## src/rtl/rlew_pkg.sv

```systemverilog
`timescale 1ns / 1ps
// ----------------------------------------------------------------------------
// rlew_pkg: shared types and constants of the word run encoder
// Holds the register codes, reset values, forbidden word patterns and the
// result bundle that travels from the encoder step to the output serializer.
// ----------------------------------------------------------------------------
package rlew_pkg;

  // Configuration register indexes.
  localparam logic [1:0] CFG_ESCAPE_TAG   = 2'd0;
  localparam logic [1:0] CFG_MAX_RUN      = 2'd1;
  localparam logic [1:0] CFG_MIN_ENCODED  = 2'd2;

  // Register reset values.
  localparam logic [15:0] ESCAPE_TAG_RST  = 16'hABCD;
  localparam logic [12:0] MAX_RUN_RST     = 13'd100;
  localparam logic [12:0] MIN_ENCODED_RST = 13'd4;

  // Forbidden high bytes.
  localparam logic [15:0] FORBID_MASK = 16'hFF00;
  localparam logic [15:0] FORBID_A    = 16'hA700;
  localparam logic [15:0] FORBID_B    = 16'hA800;

  // One accepted word yields at most four result words.
  typedef struct packed {
    logic [3:0][15:0] words;
    logic [1:0]       last_idx;
    logic             last;
    logic             fault;
  } rlew_bundle_t;

endpackage

```

## src/rtl/rlew_if.sv

```systemverilog
`timescale 1ns / 1ps
// ----------------------------------------------------------------------------
// rlew_if: word channels of the run encoder
// Input channel carries raw words, output channel carries encoded words.
// ----------------------------------------------------------------------------
interface rlew_in_if;
  logic        valid;
  logic        ready;
  logic [15:0] in_word;
  logic        in_last;

  modport source (output valid, output in_word, output in_last, input ready);
  modport sink   (input valid, input in_word, input in_last, output ready);
endinterface

interface rlew_out_if;
  logic        valid;
  logic        ready;
  logic [15:0] out_word;
  logic        out_last;
  logic        fault;

  modport source (output valid, output out_word, output out_last, output fault,
                  input ready);
  modport sink   (input valid, input out_word, input out_last, input fault,
                  output ready);
endinterface

```

## src/rtl/rlew_core.sv

```systemverilog
`timescale 1ns / 1ps
// ----------------------------------------------------------------------------
// rlew_core: run tracking and result building
// Holds the configuration and run state, and for each accepted word builds
// the bundle of words that closing runs produce, combinationally.
// ----------------------------------------------------------------------------
module rlew_core import rlew_pkg::*; (
  input  logic         clk,
  input  logic         rst_n,
  input  logic         cfg_we,
  input  logic [1:0]   cfg_index,
  input  logic [15:0]  cfg_data,
  input  logic         accept,
  input  logic [15:0]  word,
  input  logic         last,
  output logic         push,
  output rlew_bundle_t bundle
);

  typedef struct packed {
    logic [3:0][15:0] words;
    logic [1:0]       cnt;
  } rlew_seg_t;

  logic [15:0] escape_tag_r;
  logic [12:0] max_run_r;
  logic [12:0] min_encoded_r;
  logic [15:0] run_value_r, run_value_nxt;
  logic [12:0] run_len_r, run_len_nxt;
  logic        fault_r, fault_nxt;

  logic [12:0] cap;
  logic [2:0]  thr;
  logic        forbidden;
  logic        extend;
  logic [12:0] len_b;
  logic [15:0] val_b;
  rlew_seg_t   seg_a, seg_b;
  logic [1:0]  cnt_a, cnt_b;
  logic [2:0]  total;

  // Words that one closed run sends: a triple or its literal copies.
  function automatic rlew_seg_t build_seg(input logic [15:0] value,
                                          input logic [12:0] len,
                                          input logic [2:0]  threshold,
                                          input logic [15:0] tag);
    rlew_seg_t s;
    s.words = {value, value, value, value};
    s.cnt   = 2'd0;
    if (len != 13'd0) begin
      if (len >= {10'd0, threshold}) begin
        s.words[0] = tag;
        s.words[1] = {3'd0, len};
        s.words[2] = value;
        s.cnt      = 2'd3;
      end else begin
        s.cnt = len[1:0];
      end
    end
    return s;
  endfunction

  // Effective limits after saturation.
  always_comb begin
    cap = (max_run_r == 13'd0) ? 13'd1 : max_run_r;
    if (min_encoded_r < 13'd2) begin
      thr = 3'd2;
    end else if (min_encoded_r > 13'd4) begin
      thr = 3'd4;
    end else begin
      thr = min_encoded_r[2:0];
    end
  end

  // Fault check and run decision.
  assign forbidden = ((word & FORBID_MASK) == FORBID_A) ||
                     ((word & FORBID_MASK) == FORBID_B) || (word == escape_tag_r);
  assign fault_nxt = fault_r | (accept & forbidden);
  assign extend    = (run_len_r != 13'd0) && (word == run_value_r) && (run_len_r < cap);

  // The run that the last word closes.
  assign len_b = extend ? run_len_r + 13'd1 : 13'd1;
  assign val_b = extend ? run_value_r : word;

  always_comb begin
    seg_a = build_seg(run_value_r, run_len_r, thr, escape_tag_r);
    seg_b = build_seg(val_b, len_b, thr, escape_tag_r);
    cnt_a = extend ? 2'd0 : seg_a.cnt;
    cnt_b = last ? seg_b.cnt : 2'd0;
    total = {1'b0, cnt_a} + {1'b0, cnt_b};
  end

  // Bundle assembly: closed run first, then the flushed run.
  always_comb begin
    logic [1:0] k;
    k = 2'd0;
    for (int i = 0; i < 4; i++) begin
      k = 2'(i) - cnt_a;
      if (3'(i) < {1'b0, cnt_a}) begin
        bundle.words[i] = seg_a.words[i];
      end else begin
        bundle.words[i] = seg_b.words[k];
      end
    end
    bundle.last_idx = 2'(total - 3'd1);
    bundle.last     = last;
    bundle.fault    = fault_nxt;
  end

  assign push = accept && (total != 3'd0);

  // Next run state.
  always_comb begin
    run_value_nxt = run_value_r;
    run_len_nxt   = run_len_r;
    if (accept) begin
      if (extend) begin
        run_len_nxt = run_len_r + 13'd1;
      end else begin
        run_value_nxt = word;
        run_len_nxt   = 13'd1;
      end
      if (last) begin
        run_len_nxt = 13'd0;
      end
    end
  end

  // State and configuration registers.
  always_ff @(posedge clk) begin
    if (!rst_n) begin
      escape_tag_r  <= ESCAPE_TAG_RST;
      max_run_r     <= MAX_RUN_RST;
      min_encoded_r <= MIN_ENCODED_RST;
      run_value_r   <= 16'd0;
      run_len_r     <= 13'd0;
      fault_r       <= 1'b0;
    end else begin
      run_value_r <= run_value_nxt;
      run_len_r   <= run_len_nxt;
      fault_r     <= fault_nxt;
      if (cfg_we) begin
        case (cfg_index)
          CFG_ESCAPE_TAG:  escape_tag_r  <= cfg_data;
          CFG_MAX_RUN:     max_run_r     <= cfg_data[12:0];
          CFG_MIN_ENCODED: min_encoded_r <= cfg_data[12:0];
          default: ;
        endcase
      end
    end
  end

`ifndef NO_ASSERTIONS
  // The fault flag never falls outside reset.
  a_fault_sticky: assert property (@(posedge clk) disable iff (!rst_n)
    fault_r |=> fault_r) else $error("fault flag cleared");

  // A last word leaves no run open.
  a_last_closes: assert property (@(posedge clk) disable iff (!rst_n)
    (accept && last) |=> (run_len_r == 13'd0)) else $error("run open after last");

  // A word that only lengthens the open run sends nothing.
  a_extend_quiet: assert property (@(posedge clk) disable iff (!rst_n)
    (accept && extend && !last) |-> !push) else $error("result from growing run");
`endif

endmodule

```

## src/rtl/rlew_serial.sv

```systemverilog
`timescale 1ns / 1ps
// ----------------------------------------------------------------------------
// rlew_serial: result bundle register and word serializer
// Holds one bundle of up to four words and hands them out one per cycle while out_ready is high.
// ----------------------------------------------------------------------------
module rlew_serial import rlew_pkg::*; (
  input  logic         clk,
  input  logic         rst_n,
  input  logic         push,
  input  rlew_bundle_t bundle,
  output logic         take,
  output logic         out_valid,
  input  logic         out_ready,
  output logic [15:0]  out_word,
  output logic         out_last,
  output logic         fault
);

  rlew_bundle_t bundle_r;
  logic         valid_r, valid_nxt;
  logic [1:0]   idx_r, idx_nxt;
  logic         at_end;

  assign at_end = (idx_r == bundle_r.last_idx);

  // The slot frees when empty or when its final word leaves now.
  assign take = !valid_r || (out_ready && at_end);

  assign out_valid = valid_r;
  assign out_word  = bundle_r.words[idx_r];
  assign out_last  = bundle_r.last && at_end;
  assign fault     = bundle_r.fault;

  // Index and occupancy.
  always_comb begin
    valid_nxt = valid_r;
    idx_nxt   = idx_r;
    if (valid_r && out_ready) begin
      if (at_end) begin
        valid_nxt = 1'b0;
      end else begin
        idx_nxt = idx_r + 2'd1;
      end
    end
    if (push) begin
      valid_nxt = 1'b1;
      idx_nxt   = 2'd0;
    end
  end

  always_ff @(posedge clk) begin
    if (!rst_n) begin
      valid_r <= 1'b0;
      idx_r   <= 2'd0;
    end else begin
      valid_r <= valid_nxt;
      idx_r   <= idx_nxt;
    end
  end

  // Payload register.
  always_ff @(posedge clk) begin
    if (push) begin
      bundle_r <= bundle;
    end
  end

`ifndef NO_ASSERTIONS
  // A bundle only loads into a free slot.
  a_push_free: assert property (@(posedge clk) disable iff (!rst_n)
    push |-> take) else $error("bundle overwritten");

  // The read index stays inside the bundle.
  a_idx_range: assert property (@(posedge clk) disable iff (!rst_n)
    valid_r |-> (idx_r <= bundle_r.last_idx)) else $error("index past bundle");

  // A stalled word keeps its place in the bundle.
  a_idx_hold: assert property (@(posedge clk) disable iff (!rst_n)
    (valid_r && !out_ready) |=> (idx_r == $past(idx_r))) else $error("index moved");
`endif

endmodule

```

## src/rtl/rlew_word_run_encoder.sv

```systemverilog
`timescale 1ns / 1ps
// ----------------------------------------------------------------------------
// rlew_word_run_encoder: streaming 16-bit word run-length encoder
//
//   channel  direction  payload                      handshake
//   in_ch    sink       in_word[15:0], in_last       valid / ready
//   out_ch   source     out_word[15:0], out_last,    valid / ready
//                       fault
//   cfg_*    input      cfg_index[1:0], cfg_data     cfg_we, no wait
//
// A word is encoded in the cycle it is accepted; its results appear on the
// output the next cycle, one word per cycle while out_ready is high, up to
// four per input. Input accepts one word per cycle while the result slot is
// free or drains its final word in that cycle; a growing run fills no slot.
// Reset is synchronous, active low, and clears run state and fault flag.
// ----------------------------------------------------------------------------
module rlew_word_run_encoder import rlew_pkg::*; (
  input  logic          clk,
  input  logic          rst_n,
  input  logic          cfg_we,
  input  logic [1:0]    cfg_index,
  input  logic [15:0]   cfg_data,
  rlew_in_if.sink       in_ch,
  rlew_out_if.source    out_ch
);

  logic         accept;
  logic         push;
  logic         take;
  rlew_bundle_t bundle;

  assign in_ch.ready = take;
  assign accept      = in_ch.valid && take;

  // Run tracking and bundle building.
  rlew_core u_core (
    .clk       (clk),
    .rst_n     (rst_n),
    .cfg_we    (cfg_we),
    .cfg_index (cfg_index),
    .cfg_data  (cfg_data),
    .accept    (accept),
    .word      (in_ch.in_word),
    .last      (in_ch.in_last),
    .push      (push),
    .bundle    (bundle)
  );

  // Result slot and word serializer.
  rlew_serial u_serial (
    .clk       (clk),
    .rst_n     (rst_n),
    .push      (push),
    .bundle    (bundle),
    .take      (take),
    .out_valid (out_ch.valid),
    .out_ready (out_ch.ready),
    .out_word  (out_ch.out_word),
    .out_last  (out_ch.out_last),
    .fault     (out_ch.fault)
  );

endmodule
```

## src/flat_wrapper.sv

```systemverilog
// flat-port wrapper written by rule: the top's interface ports become plain ports
module rlew_word_run_encoder_flat import rlew_pkg::*;
  (clk, rst_n, cfg_we, cfg_index, cfg_data, in_ch_valid, in_ch_in_word, in_ch_in_last, in_ch_ready, out_ch_valid, out_ch_out_word, out_ch_out_last, out_ch_fault, out_ch_ready);
  rlew_in_if in_ch_i ();
  rlew_out_if out_ch_i ();
  input  logic clk;
  input  logic rst_n;
  input  logic cfg_we;
  input  logic [1:0] cfg_index;
  input  logic [15:0] cfg_data;
  input wire logic [$bits(in_ch_i.valid)-1:0] in_ch_valid;
  input wire logic [$bits(in_ch_i.in_word)-1:0] in_ch_in_word;
  input wire logic [$bits(in_ch_i.in_last)-1:0] in_ch_in_last;
  output wire logic [$bits(in_ch_i.ready)-1:0] in_ch_ready;
  output wire logic [$bits(out_ch_i.valid)-1:0] out_ch_valid;
  output wire logic [$bits(out_ch_i.out_word)-1:0] out_ch_out_word;
  output wire logic [$bits(out_ch_i.out_last)-1:0] out_ch_out_last;
  output wire logic [$bits(out_ch_i.fault)-1:0] out_ch_fault;
  input wire logic [$bits(out_ch_i.ready)-1:0] out_ch_ready;
  assign in_ch_i.valid = in_ch_valid;
  assign in_ch_i.in_word = in_ch_in_word;
  assign in_ch_i.in_last = in_ch_in_last;
  assign in_ch_ready = in_ch_i.ready;
  assign out_ch_valid = out_ch_i.valid;
  assign out_ch_out_word = out_ch_i.out_word;
  assign out_ch_out_last = out_ch_i.out_last;
  assign out_ch_fault = out_ch_i.fault;
  assign out_ch_i.ready = out_ch_ready;
  rlew_word_run_encoder u_core (.clk(clk), .rst_n(rst_n), .cfg_we(cfg_we), .cfg_index(cfg_index), .cfg_data(cfg_data), .in_ch(in_ch_i), .out_ch(out_ch_i));
endmodule
```

## config.mk

```make
export PLATFORM = sky130hd
export DESIGN_NAME = rlew_word_run_encoder_flat
export DESIGN_NICKNAME = d
export VERILOG_FILES = /design/src/rtl/rlew_pkg.sv /design/src/rtl/rlew_if.sv /design/src/rtl/rlew_core.sv /design/src/rtl/rlew_serial.sv /design/src/rtl/rlew_word_run_encoder.sv /design/src/flat_wrapper.sv
export SDC_FILE = /design/constraint.sdc
export NUM_CORES = 1
export LEC_CHECK = 0
export BUFFER_PORTS_ARGS = -buffer_cell sky130_fd_sc_hd__buf_2
export CORE_UTILIZATION = 66
export CTS_CLUSTER_SIZE = 28
export DETAILED_ROUTE_END_ITERATION = 7
export PLACE_DENSITY = 0.95
export SYNTH_ARGS = -nofsm -noshare
export SYNTH_HDL_FRONTEND = slang
export SYNTH_SLANG_ARGS = --single-unit
```

## constraint.sdc

```tcl
create_clock -name clk -period 12 [get_ports clk]
set_clock_uncertainty 0.1 [all_clocks]
set_input_delay 2.4 -clock clk [delete_from_list [all_inputs] [get_ports clk]]
set_output_delay 2.4 -clock clk [all_outputs]
set_load 0.02 [all_outputs]
```

==> impl_results.md, run 1 <==
* Root Driver: clkbuf_16
* Wirelength per Cell at between 20 and 25 um
* Worst slew pin tran at 1.28 ns
* Total CTS buffers at 17
* ANT cells at 0
* Overflow after GRT at 0
* CP arrival at 7.23 ns
* Fin crit share at 60.6%
* Hold Path Depth at 2
* CTS Buffer Depth at 2
* Top cell type by total area after synthesis: edfxtp_1
* Clock sink total at roughly 140
* FF+latch area at 3540 um2
* Crit Path Class: in2reg
* Total GRT Usage at 36.6%
* RR Startpoint: u_core.u_core.run_len_r[2]
* Die area at 13600 um2
* R2r setup slk at 5.57 ns
* Met2 GRT Util at 57.3%
* Detailed-route via count at 7496
* VDD IR max at 93.4 uV
* Setup-failing EPs final at 0
* Cells after Synth at slightly above 900
* Fill cells at 870
* Hold Path Class: reg2reg
* Vias in the first global route at 7255
* CTS tree: done
* Initial antenna violation count at 1
* HPWL after DPL at about 15 mm
* Slew HR at between 10% and 20%
* RePlAce Congestion at 0.971
* Number of max-cap violations at 0
* Post-route ant nets at 0
* Fin. max-slew vios at 0
* Post-synth top flop: dfxtp_1
* Clock latency on the worst-skew pair at 0.43 ns
* Sequential fraction of the synthesis area at 41.0%
* First-pass GRT wire length at 37.2 mm
* Worst-path fanout max at 68
* FFs w/ async S/R, synth at 0%
* Mean post-synth cell area at 9.29 um2
* CTS resizes at 0
* Endpoint of the worst-slack reg-to-reg timing path: u_core.u_serial.bundle_r[32]
* Multi-input combinational cell area at 4650 um2
* Crit. End Element: flop
* Post-route DRC at 0
* M3 GR Usage at 10.3%
* Die H at 116 um
* Die width at 116 um
* H-tree depth at 4
* Yosys warnings at 0
* Post-CTS Hold Buffers at 0
* Final Core Density at between 70% and 80%
* Tmin final at 7.28 ns
* Share of layout cells above drive strength 1 at 14.6%
* Drt pass-1 iters at 6
* DRT iter0 DRCs at 1181
* Final count of hold timing violations at 0
* Core Rows at 41
* DR vias/cell at 6.66
* Syn-to-layout area delta at 9.78%
* Critical path required time at 11.95 ns
* Peak Freq at roughly 140 MHz
* Core Area at between 10000 and 15000 um2
* Pin count of the biggest net entering global routing at 75
* Nets at 1005
* FF+latch count, synth at 143
* Setup_tns at 0 ns
* Post-CTS Setup Inserts at 0
* Port Buf Inserts at a little under 60
* Clock slew at reported path FFs at 0.06 ns
* Power Dens Cells at 128 nW/um2
* Initial Utilization at 68.0%
* WL final at 23.6 mm
* R2R depth at 18
* Met1 Use GR at between 40% and 50%
* Synth top area share at a little under a quarter
* Syn Std Cell Area at 8650 um2
* Worst Hold Path EP: u_core.u_core.min_encoded_r[3]
* Type of origin of the critical path: primary input
* LEAKAGE at ~0.0036 uW
* Synth unique cells at 69
* Synth top area cells: edfxtp_1 (24%), dfxtp_1 (17%), nand2_1 (7.1%)
* Run status: complete, no violations
* Top Ports at 60
* Worst hold path startpoint: u_core.u_core.min_encoded_r[3]
* GRT Max-Usage Layer: met2
* Syn Nets at 995
* RSZ-0062 raised after global routing: no
* Post-synth EDFFs at slightly below 70
==> registers in the layout (all words and copies together), names as in the netlist <==
name and count:
u_core.u_serial.fault 1, u_core.u_core.run_value_r 16, u_core.u_serial.idx_r 2, u_core.u_core.escape_tag_r 16, u_core.u_core.run_len_r 13, u_core.u_core.min_encoded_r 13, u_core.u_core.fault_r 1, u_core.u_core.max_run_r 13
u_core.u_serial.out_valid 1, u_core.u_serial.bundle_r 67
==> cells by family (layout without fill, tap and decap cells) <==
group / count (synthesis) / count (layout) / share of synthesized area (%)
buffers and inverters: 111 / 134 / 5.34
multiplexers: 75 / 75 / 11.2
adder cells (fa/ha/maj): 25 / 25 / 3.67
flip-flops: 143 / 143 / 41.0
AND/OR/NAND/NOR: 331 / 331 / 18.1
AO/OA/AOI/OAI: 201 / 201 / 16.2
XOR/XNOR: 45 / 45 / 4.56
==> cell usage after synthesis (8+ instances only) <==
| library cell | number |
|---|---|
| xor2_1 | 25 |
| clkbuf_1 | 57 |
| o21ai_1 | 10 |
| nor3_1 | 12 |
| and2_1 | 8 |
| mux2i_1 | 47 |
| mux4_2 | 16 |
| xnor2_1 | 20 |
| a21oi_1 | 37 |
| o211ai_1 | 10 |
| nand3_1 | 27 |
| edfxtp_1 | 68 |
| a211oi_1 | 14 |
| a21o_1 | 11 |
| ha_1 | 23 |
| nor4_1 | 10 |
| a21boi_0 | 57 |
| nand4_1 | 9 |
| dfxtp_1 | 75 |
| nor2_1 | 42 |
| nand2_1 | 164 |
| inv_1 | 33 |
| o21ai_0 | 21 |
| nor2b_1 | 13 |
==> metal layers <==
layer,vias to the layer above,wire [um]
met5,-,0
met4,0,1070
met3,108,2620
met2,542,11000
met1,3507,8860
li1,3339,-
==> metrics by stage <==
| step | area, um2 | total power (uW) | std cells | hold WS [ns] | worst slack, ns |
|---|---|---|---|---|---|
| floorplan | 8650 | 650 | 931 | 0.339 | 4.14 |
| finish | 9500 | 1220 | 1126 | 0.370 | 4.72 |
| CTS | 9500 | 1220 | 1126 | 0.373 | 4.81 |
| global placement | 8900 | 685 | 1094 | 0.350 | 4.48 |
| global route | 9500 | 1250 | 1126 | 0.388 | 4.32 |
| detailed placement | 8900 | 692 | 1094 | 0.365 | 4.37 |
==> how the worst max path moves through the flow <==
stage	from	endpoint	slack, ns	cells past startpoint
6_report	in_ch_in_word[13]	u_core.u_serial.bundle_r[32]	4.72	18
5_1_grt	in_ch_in_word[13]	u_core.u_serial.bundle_r[32]	4.32	18
4_1_cts	in_ch_in_word[13]	u_core.u_serial.bundle_r[50]	4.81	18
3_5_place_dp	in_ch_in_word[13]	u_core.u_serial.bundle_r[49]	4.37	18
3_3_place_gp	in_ch_in_word[13]	u_core.u_serial.bundle_r[49]	4.48	21
2_1_floorplan	in_ch_in_word[9]	u_core.u_serial.bundle_r[10]	4.14	22
==> report_power, final <==
part / total [uW] / internal, uW / switching, uW
sequential: 558 / 539 / 19.0
clock: 530 / 327 / 203
combinational: 130 / 49.1 / 80.9
total: 1220 / 916 / 302
==> layout make-up <==
type | count | area share [%]
multi-input cells | 677 | 49.0
well taps | 172 | 2.27
clock inverters | 8 | 0.791
inverters | 35 | 1.38
clock buffers | 24 | 5.53
repair buffers | 67 | 3.74
flip-flops and latches | 143 | 37.3
==> worst max-delay path, stage by stage <==
cell and delay (ns):
buf_2 0.14, xnor2_1 0.25, nand4_1 0.17, nor2_1 0.13
and4_4 0.30, nand2_2 0.36, nor2_1 0.27, ha_1 0.26
nand2b_1 0.16, a31oi_1 0.62, a22oi_1 0.26, o211ai_1 0.27
fa_1 0.46, ha_1 0.21, nand2_1 0.06, nand2_1 0.09
inv_2 0.09, buf_4 0.64
==> layout by cell type (no fill, tap or decap), types with 7 or more instances in the layout <==
| cell type | Yosys | routed |
|---|---|---|
| a21o_1 | 11 | 11 |
| xnor2_1 | 20 | 20 |
| o22ai_1 | 7 | 7 |
| o21ai_1 | 10 | 10 |
| buf_2 | 7 | 59 |
| clkbuf_16 | 0 | 20 |
| dfxtp_1 | 75 | 75 |
| nor2b_1 | 13 | 13 |
| nand4_1 | 9 | 9 |
| nor3_1 | 12 | 12 |
| a21oi_1 | 37 | 37 |
| o211ai_1 | 10 | 10 |
| nand3_1 | 27 | 27 |
| edfxtp_1 | 68 | 68 |
| nor2_1 | 42 | 42 |
| and3_1 | 7 | 7 |
| ha_1 | 23 | 23 |
| nand3b_1 | 7 | 7 |
| a211oi_1 | 14 | 14 |
| nand2b_1 | 7 | 7 |
| nor4_1 | 10 | 10 |
| inv_1 | 33 | 32 |
| nand2_1 | 164 | 164 |
| xor2_1 | 25 | 25 |
| mux2i_1 | 47 | 47 |
| buf_4 | 1 | 8 |
| mux4_2 | 16 | 16 |
| a21boi_0 | 57 | 57 |
| mux2_2 | 7 | 7 |
| and2_1 | 8 | 8 |
| o21ai_0 | 21 | 21 |
Note: power is estimated with default switching activity, not from simulation.
==> run 2, diff against run 1 <==
CORE_UTILIZATION = 61   (was 66)
PLACE_DENSITY = 0.89   (was 0.95)
clock period = 6.8 ns   (was 12 ns; I/O delays follow)
==> impl_results.md, run 2 (synthesis gave the netlist of run 1 again) <==
* Fin crit share at 83.3%
* DR vias/cell at 6.41 (-3.8%)
* DRT iter0 DRCs at 1005 (-15%)
* CTS resizes at 0 (unchanged)
* Slew HR at 13.4% (-1.4 points)
* Root Driver: clkbuf_16
* Peak Freq at approximately 180 MHz
* R2R depth at 21 (+3)
* Post-route ant nets at 0 (unchanged)
* Crit-path slowest cell: dfxtp_1
* Setup-failing EPs final at 0 (unchanged)
* Critical path, cell by cell: ha_1 > a21o_1 > a211oi_1 > a2111oi_0 > a21oi_2 > nand2_2 > nor2_1 > ha_1 > nand2b_1 > maj3_1 > a21oi_1 > a21oi_1 > o21a_1 > ha_1 > inv_1 > fa_1 > ha_1 > nand2_1 > nand2_1 > clkinvlp_4 > buf_12
* Delay of the slowest critical-path stage at 0.53 ns (-0.11 ns)
* Initial Utilization at 62.3% (-5.7 points)
* R2r setup slk at 1.13 ns (-4.44 ns)
* VDD IR max at 159 uV (+70%)
* RSZ-0062 raised after global routing: no
* Worst Hold Path EP: u_core.u_core.min_encoded_r[11]
* CP arrival at 5.68 ns (-1.55 ns)
* Top Registers: u_core.u_serial.bundle_r x67, u_core.u_core.escape_tag_r x16, u_core.u_core.run_value_r x16
* Clock latency on the worst-skew pair at 0.43 ns (about the same)
* Nets at 1010 (+0.50%)
* Most common cell after layout, fill and taps aside: nand2_1
* Die H at 121 um (+3.9%)
* Run status: complete, no violations
* Most flops, register: u_core.u_serial.bundle_r
* Pin count of the biggest net entering global routing at 75 (unchanged)
* Setup_tns at 0 ns (unchanged)
* Port Buf Inserts at 59 (unchanged)
* Die width at 121 um (+3.9%)
* Hold Path Class: reg2reg
* First-pass GRT wire length at 35.3 mm (-5.1%)
* Worst-path fanout max at 48 (-29%)
* Buf/Inv on CP at 3 (unchanged)
* Hold Path Depth at 2 (unchanged)
* Number of max-cap violations at 0 (unchanged)
* Core Rows at 43 (+4.9%)
* Crit. End Element: flop
* Endpoint of the worst-slack reg-to-reg timing path: u_core.u_serial.bundle_r[47]
* Worst slew pin tran at 1.30 ns (+0.0206 ns)
* Type of origin of the critical path: flop
* Fin. max-slew vios at 0 (unchanged)
* Overflow after GRT at 0 (unchanged)
* Die area at 14700 um2 (+8.1%)
* Hold WS at 0.362 ns (-0.00830 ns)
* Worst Setup SP: u_core.u_core.run_len_r[2]
* Drt pass-1 iters at 7 (+1)
* Max reg flops at 67 (unchanged)
* RR Startpoint: u_core.u_core.run_len_r[2]
* CTS tree: done
* HPWL after DPL at 15.6 mm (+1.0%)
* Vias in the first global route at 6881 (-5.2%)
* Initial antenna violation count at 0 (-1)
* Total GRT Usage at 32.1% (-4.5 points)
* Placed Cells at 1107 (+1.2%)
* Wirelength per Cell at 20.0 um (-4.5%)
* Final std cells w/o fill at 1140 (+1.2%)
* Clock sink total at 143 (unchanged)
* Top Ports at 60 (unchanged)
* Critical path required time at 6.81 ns (-5.14 ns)
* Power Dens Cells at 225 nW/um2 (+75%)
* WL final at 22.8 mm (-3.4%)
* Worst hold path startpoint: u_core.u_core.min_encoded_r[11]
* Tmin final at approximately 5.7 ns
* Top delay family on crit path: adder cells
* Final count of hold timing violations at 0 (unchanged)
* Crit Path Class: reg2reg
* LEAKAGE at 0.00364 uW (+0.64%)
* CTS Buffer Depth at 2 (unchanged)
* RePlAce Congestion at 0.985 (+1.5%)
* Core Area at 13900 um2 (+9.1%)
* H-tree depth at 4 (unchanged)
* Clock slew at reported path FFs at 0.06 ns (about the same)
* Post-route DRC at 0 (unchanged)
* Power Total at 2150 uW (+76%)
* Post-CTS Hold Buffers at 0 (unchanged)
* Total CTS buffers at 17 (unchanged)
* Syn-to-layout area delta at 10.5%
* Share of layout cells above drive strength 1 at 15.3% (+0.76 points)
* Post-CTS Setup Inserts at 0 (unchanged)
* Most used cell, CP: ha_1
* Most frequent cells in the layout: nand2_1 (164), dfxtp_1 (75), edfxtp_1 (68)
* Detailed-route via count at 7302 (-2.6%)
run 2: changes by cell type in the layout (fill, tap and decap cells not counted), sizes merged:
cell,before,now
clkinvlp,1,3
buf,67,72
inv,36,39
clkbuf,24,22
diode,0,1
clkinv,5,2
run 2: report_power, final:
part           switching (uW)  internal, uW  leakage [uW]  total (uW)
registers                31.6           951       0.00125         983
clock network             371           565      0.000296         936
logic                     142          89.1       0.00210         231
total                     544          1610       0.00364        2150
run 2: cell type report:
cell class | instances | area [um2]
multi-input cells | 677 | 4650
fillers | 1031 | 4320
diodes | 1 | 2.50
clock inverters | 10 | 96.3
well taps | 180 | 225
repair buffers | 72 | 405
inverters | 35 | 135
flip-flops and latches | 143 | 3540
clock buffers | 22 | 502
run 2: per-stage QoR:
step	cell area [um2]	utilization, %	setup WS, ns
final	9560	68.9	1.13
after global routing	9560	68.9	0.853
after CTS	9560	68.9	1.20
after detailed placement	8960	64.5	0.752
after global placement	8960	64.5	0.931
after floorplan	8650	-	0.608
run 2: how the worst max path moves through the flow:
stage          depth (start not counted)                            to
2_1_floorplan                         22  u_core.u_serial.bundle_r[10]
3_3_place_gp                          21  u_core.u_serial.bundle_r[47]
3_5_place_dp                          21  u_core.u_serial.bundle_r[63]
4_1_cts                               21  u_core.u_serial.bundle_r[47]
5_1_grt                               21  u_core.u_serial.bundle_r[63]
6_report                              21  u_core.u_serial.bundle_r[47]
run 2: layer usage:
metal	track usage (%)	vias to the layer above	routed length (um)	part of all wire (%)
met5	0	-	0	0
met4	13.5	0	692	3.0
met3	7.57	53	2520	11
met2	52.9	467	10900	48
met1	40.4	3425	8740	38
li1	-	3357	-	-
run 2: worst reg2reg max path, stage by stage, from the launching register on:
cell	delay, ns
dfxtp_1	0.53
ha_1	0.31
a21o_1	0.19
a211oi_1	0.30
a2111oi_0	0.20
a21oi_2	0.42
nand2_2	0.10
nor2_1	0.15
ha_1	0.24
nand2b_1	0.16
maj3_1	0.35
a21oi_1	0.28
a21oi_1	0.11
o21a_1	0.19
ha_1	0.17
inv_1	0.06
fa_1	0.41
ha_1	0.21
nand2_1	0.07
nand2_1	0.10
clkinvlp_4	0.36
buf_12	0.30
